[config.mk]
export PLATFORM = sky130hd
export DESIGN_NAME = lsds_ctrl
export DESIGN_NICKNAME = d
export VERILOG_FILES = /design/src/hw/rtl/lsds_pkg.sv /design/src/hw/rtl/lsds_ctrl.sv
export SDC_FILE = /design/constraint.sdc
export NUM_CORES = 1
export LEC_CHECK = 0
export ABC_AREA = 1
export BUFFER_PORTS_ARGS = -buffer_cell sky130_fd_sc_hd__buf_2
export CORE_ASPECT_RATIO = 1.2
export CORE_UTILIZATION = 25
export DETAILED_ROUTE_END_ITERATION = 10
export MAX_ROUTING_LAYER = met4
export PLACE_DENSITY = 0.53
export SYNTH_ARGS = -nofsm -noshare
export SYNTH_HDL_FRONTEND = slang
export SYNTH_SLANG_ARGS = --single-unit
export TNS_END_PERCENT = 5
[constraint.sdc]
create_clock -name clk_i -period 3.9 [get_ports clk_i]
set_clock_uncertainty 0.1 [all_clocks]
set_input_delay 0.78 -clock clk_i [delete_from_list [all_inputs] [get_ports clk_i]]
set_output_delay 0.78 -clock clk_i [all_outputs]
set_load 0.05 [all_outputs]
[src/hw/rtl/lsds_pkg.sv]
package lsds_pkg;

  localparam int unsigned KEY_W         = 31;
  localparam int unsigned TAG_W         = 16;
  localparam int unsigned DIGIT_W       = 4;
  localparam int unsigned RADIX_BUCKETS = 10;
  localparam logic [DIGIT_W-1:0] LAST_BUCKET = 4'd9;

  // floor(x / 10) == (x * RECIP_TEN) >> DIV_SHIFT for every x below 2**32
  localparam logic [31:0]  RECIP_TEN = 32'hCCCC_CCCD;
  localparam int unsigned  DIV_SHIFT = 35;
  localparam int unsigned  PROD_W    = KEY_W + 32;

  // One stored record: key, tag, remaining quotient and the current digit
  typedef struct packed {
    logic [KEY_W-1:0]   key;
    logic [TAG_W-1:0]   tag;
    logic [KEY_W-1:0]   quot;
    logic [DIGIT_W-1:0] digit;
  } rec_t;

  typedef enum logic [3:0] {
    ST_IDLE,
    ST_CHECK,
    ST_CNT_RD,
    ST_CNT_MUL,
    ST_CNT_WB,
    ST_PREFIX,
    ST_SCT_RD,
    ST_SCT_WR,
    ST_MAX_MUL,
    ST_MAX_UPD,
    ST_EM_RD,
    ST_EM_LD,
    ST_FINISH
  } state_e;

  typedef struct packed {
    logic load_en;
    logic clr_set;
    logic clr_fill;
    logic rd_en;
    logic idx_clr;
    logic idx_inc;
    logic cnt_mul;
    logic cnt_wb;
    logic pref_clr;
    logic pref_step;
    logic sct_wr;
    logic flip_bank;
    logic max_mul;
    logic max_upd;
    logic out_load;
  } cmd_t;

  typedef struct packed {
    logic maxq_zero;
    logic idx_last;
    logic pref_last;
    logic out_free;
  } status_t;

endpackage

[src/hw/rtl/lsds_ctrl.sv]
module lsds_ctrl (
  input  logic              clk_i,
  input  logic              rst_ni,
  input  logic              in_valid_i,
  input  logic              in_final_i,
  output logic              in_ready_o,
  input  lsds_pkg::status_t status_i,
  output lsds_pkg::cmd_t    cmd_o
);

  lsds_pkg::state_e state_q, state_d;

  always_ff @(posedge clk_i or negedge rst_ni) begin
    if (!rst_ni) begin
      state_q <= lsds_pkg::ST_IDLE;
    end else begin
      state_q <= state_d;
    end
  end

  always_comb begin
    state_d    = state_q;
    cmd_o      = '0;
    in_ready_o = 1'b0;
    unique case (state_q)
      lsds_pkg::ST_IDLE: begin
        in_ready_o = 1'b1;
        if (in_valid_i) begin
          cmd_o.load_en = 1'b1;
          if (in_final_i) state_d = lsds_pkg::ST_CHECK;
        end
      end
      lsds_pkg::ST_CHECK: begin
        cmd_o.idx_clr = 1'b1;
        if (status_i.maxq_zero) begin
          state_d = lsds_pkg::ST_EM_RD;
        end else begin
          cmd_o.clr_fill = 1'b1;
          cmd_o.pref_clr = 1'b1;
          state_d        = lsds_pkg::ST_CNT_RD;
        end
      end
      lsds_pkg::ST_CNT_RD: begin
        cmd_o.rd_en = 1'b1;
        state_d     = lsds_pkg::ST_CNT_MUL;
      end
      lsds_pkg::ST_CNT_MUL: begin
        cmd_o.cnt_mul = 1'b1;
        state_d       = lsds_pkg::ST_CNT_WB;
      end
      lsds_pkg::ST_CNT_WB: begin
        cmd_o.cnt_wb = 1'b1;
        if (status_i.idx_last) begin
          cmd_o.idx_clr = 1'b1;
          state_d       = lsds_pkg::ST_PREFIX;
        end else begin
          cmd_o.idx_inc = 1'b1;
          state_d       = lsds_pkg::ST_CNT_RD;
        end
      end
      lsds_pkg::ST_PREFIX: begin
        cmd_o.pref_step = 1'b1;
        if (status_i.pref_last) state_d = lsds_pkg::ST_SCT_RD;
      end
      lsds_pkg::ST_SCT_RD: begin
        cmd_o.rd_en = 1'b1;
        state_d     = lsds_pkg::ST_SCT_WR;
      end
      lsds_pkg::ST_SCT_WR: begin
        cmd_o.sct_wr = 1'b1;
        if (status_i.idx_last) begin
          state_d = lsds_pkg::ST_MAX_MUL;
        end else begin
          cmd_o.idx_inc = 1'b1;
          state_d       = lsds_pkg::ST_SCT_RD;
        end
      end
      lsds_pkg::ST_MAX_MUL: begin
        cmd_o.max_mul   = 1'b1;
        cmd_o.flip_bank = 1'b1;
        cmd_o.idx_clr   = 1'b1;
        state_d         = lsds_pkg::ST_MAX_UPD;
      end
      lsds_pkg::ST_MAX_UPD: begin
        cmd_o.max_upd = 1'b1;
        state_d       = lsds_pkg::ST_CHECK;
      end
      lsds_pkg::ST_EM_RD: begin
        cmd_o.rd_en = 1'b1;
        state_d     = lsds_pkg::ST_EM_LD;
      end
      lsds_pkg::ST_EM_LD: begin
        if (status_i.out_free) begin
          cmd_o.out_load = 1'b1;
          if (status_i.idx_last) begin
            state_d = lsds_pkg::ST_FINISH;
          end else begin
            cmd_o.idx_inc = 1'b1;
            state_d       = lsds_pkg::ST_EM_RD;
          end
        end
      end
      lsds_pkg::ST_FINISH: begin
        cmd_o.clr_set = 1'b1;
        state_d       = lsds_pkg::ST_IDLE;
      end
      default: begin
        state_d = lsds_pkg::ST_IDLE;
      end
    endcase
  end

  a_load_only_idle: assert property (@(posedge clk_i) disable iff (!rst_ni)
    cmd_o.load_en |-> (state_q == lsds_pkg::ST_IDLE))
    else $error("load outside idle");

  a_final_starts_sort: assert property (@(posedge clk_i) disable iff (!rst_ni)
    (in_valid_i && in_ready_o && in_final_i) |=> (state_q == lsds_pkg::ST_CHECK))
    else $error("final word did not start the sort");

  a_pass_ends_in_check: assert property (@(posedge clk_i) disable iff (!rst_ni)
    (state_q == lsds_pkg::ST_MAX_MUL) |=> ##1 (state_q == lsds_pkg::ST_CHECK))
    else $error("digit pass did not return to check");

endmodule

==> metrics.txt, run 1 <==
number of input and output port buffers inserted 23; reg-to-reg setup timing slack 2540 ps; switching part of the total 0.6481; average detailed-routed wire length per instance 8.109 um; DRC violation count after routing 0; Reg-to-Reg End state_q[0]; number of flip-flops under the largest register name 4; number of different library cells in the post-synthesis netlist 14; setup violation total in the final timing report 0; count of routing violations after the opening detailed-route iteration 11; worst-case vdd ir drop 0.2479 mV; H-tree Lvls 1; maximum clock insertion buffer count 2; Leak Pwr 0.4492 nW; top flop regs state_q x4; RSZ-0062 raised after global routing false; Fin Setup TNS 0 ps; clk_lat worst skew 230 ps; element type at the critical path end primary output; antenna violations before repair 0; count of placed standard cells in the final layout, fillers left out 128; synthesized netlist net count 94; final weighted congestion of routability-driven global placement 0.7907; synth top area cells sky130_fd_sc_hd__nand2_1, sky130_fd_sc_hd__dfrtp_1, sky130_fd_sc_hd__inv_1, sky130_fd_sc_hd__nor2_1, sky130_fd_sc_hd__nand2_2; vias in the first global route 437; Die Area 0.002039 sq mm; wire length of the first global-routing pass 1690 um; count of warnings emitted by yosys 0; required time at the endpoint of the critical path 3020 ps; count of pins on the block boundary 24; Final period util 0.6267; sequential cell fraction of total power 0.166; aggregate global routing overflow 0; Max-Cap Viols 0; Post-synth EDFFs 0; actual transition at the worst max-transition pin 280.6 ps; crit path DAT 1560 ps; number of endpoints with negative hold slack in the final report 0; Post-CTS Setup Repair Bufs 0; flops & latches, synth 4; cell at the root of the clock tree sky130_fd_sc_hd__clkbuf_4; horizontal die dimension 41.39 um; cells on worst reg2reg path 6; Synth area leader sky130_fd_sc_hd__nand2_1; CTS resizes 0; combined area of all synthesized cells 465.4 sq um; total number of clock tree sinks 4; All-Layer GR Usage 0.1206; remaining antenna violation count after routing 0; startpoint types flop; clock network fraction of total power 0.090; floorplan core area 0.001682 sq mm; mean area per synthesized cell 5.412 sq um; HPWL after DPL 915.6 um; Top reg by flops state_q; wirelength, routed 1038 um; internal power contribution 191.7 uW; critical-path maximum fanout 5; Inst Count DP 125; Clock Pin Slew Worst Setup and Hold Paths 40 ps; top cells by count, synth sky130_fd_sc_hd__nand2_1, sky130_fd_sc_hd__inv_1, sky130_fd_sc_hd__nor2_1; status finished, final reports clean; Inserted Diodes 0; remaining max-slew budget at the tightest pin 0.8123; quantity of hold-fixing buffers added after cts 0; cell count after synthesis 86; Row Count 16; top cell type's share of synthesized area 0.2419; asr flop ratio synth 1.000; largest net degree at the start of global routing 6; worst hold path class input pin to asynchronous set/reset pin; relative contribution of combinational cells to total power 0.744; total number of nets in the final design 120; net switching power figure 353.1 uW; Post-synth top flop sky130_fd_sc_hd__dfrtp_1; FMAX 0.4092 GHz; minimum clock period after layout 2444 ps; startpoint of the worst-slack reg-to-reg timing path state_q[3]; class of the most critical setup path flop to primary output; total power divided by cell area 892.2 mW/mm^2; number of clock buffers inserted by TritonCTS 3; Via Count 532; Initial Util 0.2768; CTS tree yes; height of the die 49.27 um; portion of the post-synthesis area used by sequential elements 0.2151; post-synthesis to final-layout area growth 31.18%; max-slew violation count 0; share of post-route cells with drive strength above 1 0.3545; most common cell in the netlist sky130_fd_sc_hd__nand2_1; post-DR vias/cell 4.156; number of detailed-route iterations in the first pass 3
==> through the flow <==
stage                     utilization  worst slack [ps]  power (mW)  area [sq um]  hold WS (ps)
after detailed placement       0.3497              1637      0.4994         588.1         487.5
after global placement         0.3497              1649      0.5005         588.1         485.8
final                          0.3631              1456      0.5448         610.6         246.8
after global routing           0.3631              1270      0.5973         610.6         241.7
after floorplan                     -             717.0      0.4229         465.4         384.4
after CTS                      0.3631              1410      0.5511         610.6         242.8
==> worst max-delay path, cell delays in order (launching register included) <==
cell and delay [ps]:
sky130_fd_sc_hd__dfrtp_1 450, sky130_fd_sc_hd__nor2_1 280, sky130_fd_sc_hd__inv_1 100, sky130_fd_sc_hd__nor2_1 150, sky130_fd_sc_hd__nor2_1 50, sky130_fd_sc_hd__nand2_1 50
sky130_fd_sc_hd__buf_2 250
==> cell usage in the layout, fill, tap and decap left out <==
cell type | Yosys | routed
sky130_fd_sc_hd__nand2_1 | 30 | 30
sky130_fd_sc_hd__buf_2 | 0 | 23
sky130_fd_sc_hd__inv_1 | 18 | 18
sky130_fd_sc_hd__nor2_1 | 12 | 12
sky130_fd_sc_hd__nand2_2 | 4 | 4
sky130_fd_sc_hd__nor2_2 | 4 | 4
sky130_fd_sc_hd__dfrtp_1 | 4 | 4
sky130_fd_sc_hd__inv_2 | 3 | 3
sky130_fd_sc_hd__nand3_1 | 3 | 3
sky130_fd_sc_hd__clkbuf_4 | 0 | 3
sky130_fd_sc_hd__nor2_4 | 2 | 2
sky130_fd_sc_hd__a31oi_1 | 1 | 1
sky130_fd_sc_hd__nor3_1 | 1 | 1
sky130_fd_sc_hd__nand4_1 | 1 | 1
sky130_fd_sc_hd__o221ai_1 | 1 | 1
==> cells by family after synthesis <==
group                  count (synthesis)  share of synthesized area
AOI/OAI and AO/OA                      2                    0.03227
DFF                                    4                     0.2151
buffers and inverters                 23                     0.2016
and+or+nand+nor                       57                     0.5510
==> routing by layer <==
metal,track usage,up-vias,routed length (um)
met1,0.1493,219,486
met5,-,-,0
li1,-,297,-
met2,0.1823,16,487
met4,0.04839,0,0
met3,0.02740,0,64
==> power by group through the flow <==
stage | sequential [mW] | clock (mW) | combinational, mW
after floorplan | 0.0851 | 0 | 0.338
after global placement | 0.0911 | 0 | 0.409
after detailed placement | 0.0908 | 0 | 0.409
after CTS | 0.0905 | 0.0512 | 0.410
after global routing | 0.0930 | 0.0550 | 0.449
final | 0.0905 | 0.0489 | 0.405
==> final cells by class <==
class,count,area (sq um)
Sequential cell,4,100.1
Inverter,21,78.83
Tap cell,18,22.52
Multi-Input combinational cell,59,271.5
Timing Repair Buffer,23,115.1
Clock buffer,3,22.52
Fill cell,216,1071
==> worst max-delay path by stage <==
stage                      startpoint         to  depth (start not counted)
after floorplan           status_i[3]  cmd_o[12]                          2
final                      state_q[3]  cmd_o[10]                          6
after detailed placement  status_i[3]   cmd_o[6]                          3
after global routing       state_q[3]  cmd_o[12]                          4
after global placement    status_i[3]  cmd_o[12]                          3
after CTS                  state_q[3]  cmd_o[10]                          6
(Power assumes the default switching activity.)
==> run 2, diff against run 1 <==
PLACE_DENSITY = 0.55   (was 0.53)
clock period = 2.13 ns   (was 3.9 ns; I/O delays follow)
==> metrics.txt, run 2 (synthesis results as in run 1) <==
setup violation total in the final timing report 0 (unchanged); Top reg by flops state_q; total number of clock tree sinks 4 (unchanged); startpoint types flop; slowest cell on the critical path sky130_fd_sc_hd__dfrtp_1; number of endpoints with negative hold slack in the final report 0 (unchanged); final weighted congestion of routability-driven global placement 0.8585 (+8.6%); antenna violations before repair 0 (unchanged); reg-to-reg setup timing slack 820 ps (-1720 ps); Post-CTS Setup Repair Bufs 0 (unchanged); number of input and output port buffers inserted 23 (unchanged); cell at the root of the clock tree sky130_fd_sc_hd__clkbuf_4; worst-case vdd ir drop 0.4407 mV (+78%); longest individual stage delay on the worst path 420 ps (-30 ps); Leak Pwr 0.4551 nW (+1.3%); Initial Util 0.2768 (unchanged); Clock Pin Slew Worst Setup and Hold Paths 30 ps (about the same); total number of nets in the final design 121 (+0.83%); max-slew violation count 0 (unchanged); total power divided by cell area 1605 mW/mm^2 (+80%); top library cells by usage in the layout, fill and taps aside sky130_fd_sc_hd__nand2_1, sky130_fd_sc_hd__buf_2, sky130_fd_sc_hd__inv_1, sky130_fd_sc_hd__nor2_1, sky130_fd_sc_hd__nor2_2; CTS tree yes; vias in the first global route 451 (+3.2%); wirelength, routed 1078 um (+3.9%); clk_lat worst skew 230 ps (about the same); total design power 1.012 mW (+86%); largest net degree at the start of global routing 6 (unchanged); wire length of the first global-routing pass 1738 um (+2.8%); average detailed-routed wire length per instance 8.357 um (+3.0%); Hold Slack 365.2 ps (+118.4 ps); horizontal die dimension 41.39 um (unchanged); actual transition at the worst max-transition pin 271.9 ps (-8.655 ps); count of pins on the block boundary 24 (unchanged); post-DR vias/cell 4.395 (+5.8%); All-Layer GR Usage 0.1258 (+0.005135); Row Count 16 (unchanged); class of the most critical setup path flop to primary output; element type at the critical path end primary output; H-tree Lvls 1 (unchanged); list of cells traversed by the critical path inv_2, nand2_2, nor2_2, nand2_1, a31oi_1, buf_2; floorplan core area 0.001682 sq mm (unchanged); critical-path maximum fanout 5 (unchanged); Die Area 0.002039 sq mm (unchanged); minimum clock period after layout 2022 ps; remaining antenna violation count after routing 0 (unchanged); most frequent standard cell in the layout excluding fill and tap cells sky130_fd_sc_hd__nand2_1; HPWL after DPL 920.6 um (+0.55%); share of post-route cells with drive strength above 1 0.3784 (+0.02383); maximum clock insertion buffer count 2 (unchanged); FMAX 0.4946 GHz; Inserted Diodes 0 (unchanged); Via Count 567 (+6.6%); number of detailed-route iterations in the first pass 4 (+1); count of routing violations after the opening detailed-route iteration 12 (+1); top flop regs state_q x4; total buffers and inverters traversed by the critical path 2 (unchanged); Max-Cap Viols 0 (unchanged); post-synthesis to final-layout area growth 35.48%; number of clock buffers inserted by TritonCTS 3 (unchanged); status finished, final reports clean; worst hold path class input pin to flop; Final Util 0.3750 (+0.01190); required time at the endpoint of the critical path 1600 ps (-1420 ps); aggregate global routing overflow 0 (unchanged); remaining max-slew budget at the tightest pin 0.8187 (+0.006461); number of flip-flops under the largest register name 4 (unchanged); crit path DAT 1500 ps (-60 ps); DRC violation count after routing 0 (unchanged); height of the die 49.27 um (unchanged); Final period util 0.9492; CP top delay family flip-flops; RSZ-0062 raised after global routing false
[run 2: per-stage QoR]
stage	std cells	cell area, sq um	setup TNS [ps]	setup WS, ps
2_1_floorplan	86	473.0	-136.3	-136.3
4_1_cts	129	628.1	0	47.45
6_report	129	630.6	0	108.2
3_3_place_gp	125	595.6	0	364.4
5_1_grt	129	630.6	0	15.76
3_5_place_dp	125	595.6	0	298.5
[run 2: repair_timing]
item | CTS | global route
resized for setup | 0 | 1
hold endpoints to repair | 4 | 0
hold buffers | 1 | 0
endpoints found under the setup margin | 0 | 3
[run 2: final timing paths]
| check | from | to | cells after the start |
|---|---|---|---|
| min in group asynchronous | rst_ni | state_q[1] | 2 |
| max in group asynchronous | rst_ni | state_q[3] | 2 |
| worst min-delay path | status_i[3] | state_q[3] | 3 |
| worst max register to register | state_q[2] | state_q[1] | 8 |
| worst max-delay path | state_q[2] | cmd_o[9] | 6 |
| worst min register to register | state_q[2] | state_q[3] | 2 |
[run 2: report_power, final]
part           switching [mW]  internal [mW]  leakage (nW)
clock                  0.0275         0.0628        0.0138
combinational           0.569          0.185         0.390
sequential             0.0590          0.108        0.0512
[run 2: cell type report]
class / count / area [sq um]
timing repair buffer: 24 / 125.1
tap: 18 / 22.52
multi-input combinational: 59 / 281.5
clock buffer: 3 / 22.52
sequential: 4 / 100.1
inverter: 21 / 78.83
fill: 204 / 1051
[run 2: metal layers]
metal  share of wire  GRT usage
met3           0.071    0.02740
met4           0.016    0.06452
met1            0.46     0.1489
met2            0.45     0.1901
met5               0          -
[run 2: worst register-to-register path, cell delays in order, from the launching register on]
cell and delay (ps):
sky130_fd_sc_hd__dfrtp_1 420, sky130_fd_sc_hd__inv_2 120, sky130_fd_sc_hd__nand2_2 100, sky130_fd_sc_hd__nor2_2 140, sky130_fd_sc_hd__nand2_2 80, sky130_fd_sc_hd__nand2_1 70
sky130_fd_sc_hd__nor2_2 40, sky130_fd_sc_hd__nand2_1 60, sky130_fd_sc_hd__nand2_1 50
==> run 3, diff against run 2 <==
==> constraint.sdc (replaced) <==
create_clock -name clk_i -period 2.13 [get_ports clk_i]
set_clock_uncertainty 0.1 [all_clocks]
set_input_delay 0.1065 -clock clk_i [delete_from_list [all_inputs] [get_ports clk_i]]
set_output_delay 0.1065 -clock clk_i [all_outputs]
set_load 0.05 [all_outputs]
==> metrics.txt, run 3 (synthesis results as in run 1) <==
aggregate global routing overflow 0 (unchanged); HPWL after DPL 931.8 um (+1.2%); number of flip-flops under the largest register name 4 (unchanged); H-tree Lvls 1 (unchanged); Clock Pin Slew Worst Setup and Hold Paths 40 ps (about the same); Max-Cap Viols 0 (unchanged); height of the die 49.27 um (unchanged); Row Count 16 (unchanged); reg-to-reg setup timing slack 840 ps (+20 ps); class of the most critical setup path flop to primary output; RSZ-0062 raised after global routing false; average detailed-routed wire length per instance 8.636 um (+3.3%); most frequent standard cell in the layout excluding fill and tap cells sky130_fd_sc_hd__nand2_1; wire length of the first global-routing pass 1731 um (-0.40%); horizontal die dimension 41.39 um (unchanged); slowest cell on the critical path sky130_fd_sc_hd__dfrtp_1; routed length on met2 513 um (+6.2%); Die Area 0.002039 sq mm (unchanged); crit path DAT 1530 ps (+30 ps); required time at the endpoint of the critical path 1920 ps (+320 ps); status finished, final reports clean; critical-path maximum fanout 5 (unchanged); list of cells traversed by the critical path nor2_1, inv_1, nor2_1, nor2_1, nand2_1, buf_2; routed metal-1 wirelength 521 um (+4.2%); longest individual stage delay on the worst path 450 ps (+30 ps); Initial Util 0.2768 (unchanged); count of placed standard cells in the final layout, fillers left out 129 (unchanged); max-slew violation count 0 (unchanged); FMAX 0.5763 GHz (+17%); vias in the first global route 456 (+1.1%); share of post-route cells with drive strength above 1 0.3604 (-0.01802); remaining max-slew budget at the tightest pin 0.8310 (+0.01229); Hold EP state_q[2]; cell mode on critical path sky130_fd_sc_hd__nor2_1; sum of met3 wire segment lengths after detailed routing 54 um (-30%); setup violation total in the final timing report 0 (unchanged); minimum clock period after layout 1735 ps (-286.7 ps); count of pins on the block boundary 24 (unchanged); wirelength, routed 1114 um (+3.3%); CTS tree yes; Hold Slack 31.85 ps (-333.4 ps); Leak Pwr 0.4548 nW (about the same); largest net degree at the start of global routing 6 (unchanged); count of routing violations after the opening detailed-route iteration 14 (+2); Fin Setup TNS 0 ps (unchanged); startpoint of the worst-slack reg-to-reg timing path state_q[2]; hold path depth 4 (+1); worst-case vdd ir drop 0.4458 mV (+1.1%); All-Layer GR Usage 0.1285 (+0.002732); total power divided by cell area 1612 mW/mm^2 (+0.43%); post-DR vias/cell 4.186 (-4.8%); number of clock buffers inserted by TritonCTS 3 (unchanged); Inst Count DP 125 (unchanged); DRC violation count after routing 0 (unchanged); Final period util 0.8146 (-0.1346); number of detailed-route iterations in the first pass 4 (unchanged); top flop regs state_q x4; clk_lat worst skew 240 ps (about the same); final weighted congestion of routability-driven global placement 0.8571 (-0.16%); Via Count 540 (-4.8%); Post-CTS Setup Repair Bufs 0 (unchanged); antenna violations before repair 0 (unchanged); total number of clock tree sinks 4 (unchanged); Top reg by flops state_q; Inserted Diodes 0 (unchanged); number of input and output port buffers inserted 23 (unchanged); remaining antenna violation count after routing 0 (unchanged); cells on worst reg2reg path 8 (unchanged); total number of nets in the final design 121 (unchanged); startpoint types flop; cell at the root of the clock tree sky130_fd_sc_hd__clkbuf_4; actual transition at the worst max-transition pin 253.5 ps (-18.43 ps); floorplan core area 0.001682 sq mm (unchanged); post-synthesis to final-layout area growth 34.41%; uppermost layer routed met4; maximum clock insertion buffer count 2 (unchanged); startpoint of the most critical hold path status_i[1]; element type at the critical path end primary output; number of endpoints with negative hold slack in the final report 0 (unchanged); top library cells by usage in the layout, fill and taps aside sky130_fd_sc_hd__nand2_1, sky130_fd_sc_hd__buf_2, sky130_fd_sc_hd__inv_1, sky130_fd_sc_hd__nor2_1; Reg-to-Reg End state_q[1]; worst hold path class input pin to flop
## run 3: cell types whose count changed in the layout (fill, tap and decap cells not counted)
cell / previous run / this run
sky130_fd_sc_hd__nor2_1: 10 / 12
sky130_fd_sc_hd__nor2_2: 6 / 4
## run 3: layer usage
layer | up-vias | GRT usage
met5 | - | -
met4 | 0 | 0.09677
met3 | 3 | 0.01370
met2 | 19 | 0.1849
met1 | 216 | 0.1549
li1 | 302 | -
## run 3: timing repair
item	in CTS	in global routing
gates resized for setup	0	0
hold buffers	1	0
setup endpoints to repair	0	0
hold endpoints to repair	4	0
## run 3: critical path, delay by kind of cell, from the launching register on
kind,cells,cell delay [ps]
AND/OR/NAND/NOR,4,490
buffers and inverters,2,350
flip-flops,1,450
## run 3: worst max-delay path by stage
| stage | start | to | slack (ps) | cells after the start |
|---|---|---|---|---|
| global route | state_q[3] | cmd_o[10] | 230 | 6 |
| floorplan | state_q[0] | cmd_o[10] | 60 | 5 |
| detailed placement | state_q[3] | cmd_o[10] | 640 | 6 |
| finish | state_q[3] | cmd_o[10] | 390 | 6 |
| global placement | state_q[2] | cmd_o[9] | 670 | 6 |
| CTS | state_q[3] | cmd_o[10] | 380 | 6 |
## run 3: report_power, final
| part | internal [mW] | total [mW] | switching (mW) |
|---|---|---|---|
| clock | 0.0631 | 0.0950 | 0.0319 |
| combinational | 0.182 | 0.748 | 0.566 |
| sequential | 0.108 | 0.165 | 0.0569 |
## run 3: layout make-up
class,instances,area (sq um)
fillers,208,1056
flip-flops and latches,4,100.1
inverters,21,78.83
repair buffers,24,125.1
clock buffers,3,22.52
multi-input cells,59,276.5
well taps,18,22.52
## run 3: through the flow
| stage | setup slack, ps | instance area [sq um] | total power, mW | util |
|---|---|---|---|---|
| after floorplan | 58.08 | 470.5 | 0.7786 | - |
| after global placement | 670.2 | 593.1 | 0.9157 | 0.3527 |
| after detailed placement | 638.2 | 593.1 | 0.9150 | 0.3527 |
| after CTS | 381.5 | 625.6 | 1.016 | 0.3720 |
| after global routing | 230.3 | 625.6 | 1.105 | 0.3720 |
| final | 394.9 | 625.6 | 1.009 | 0.3720 |
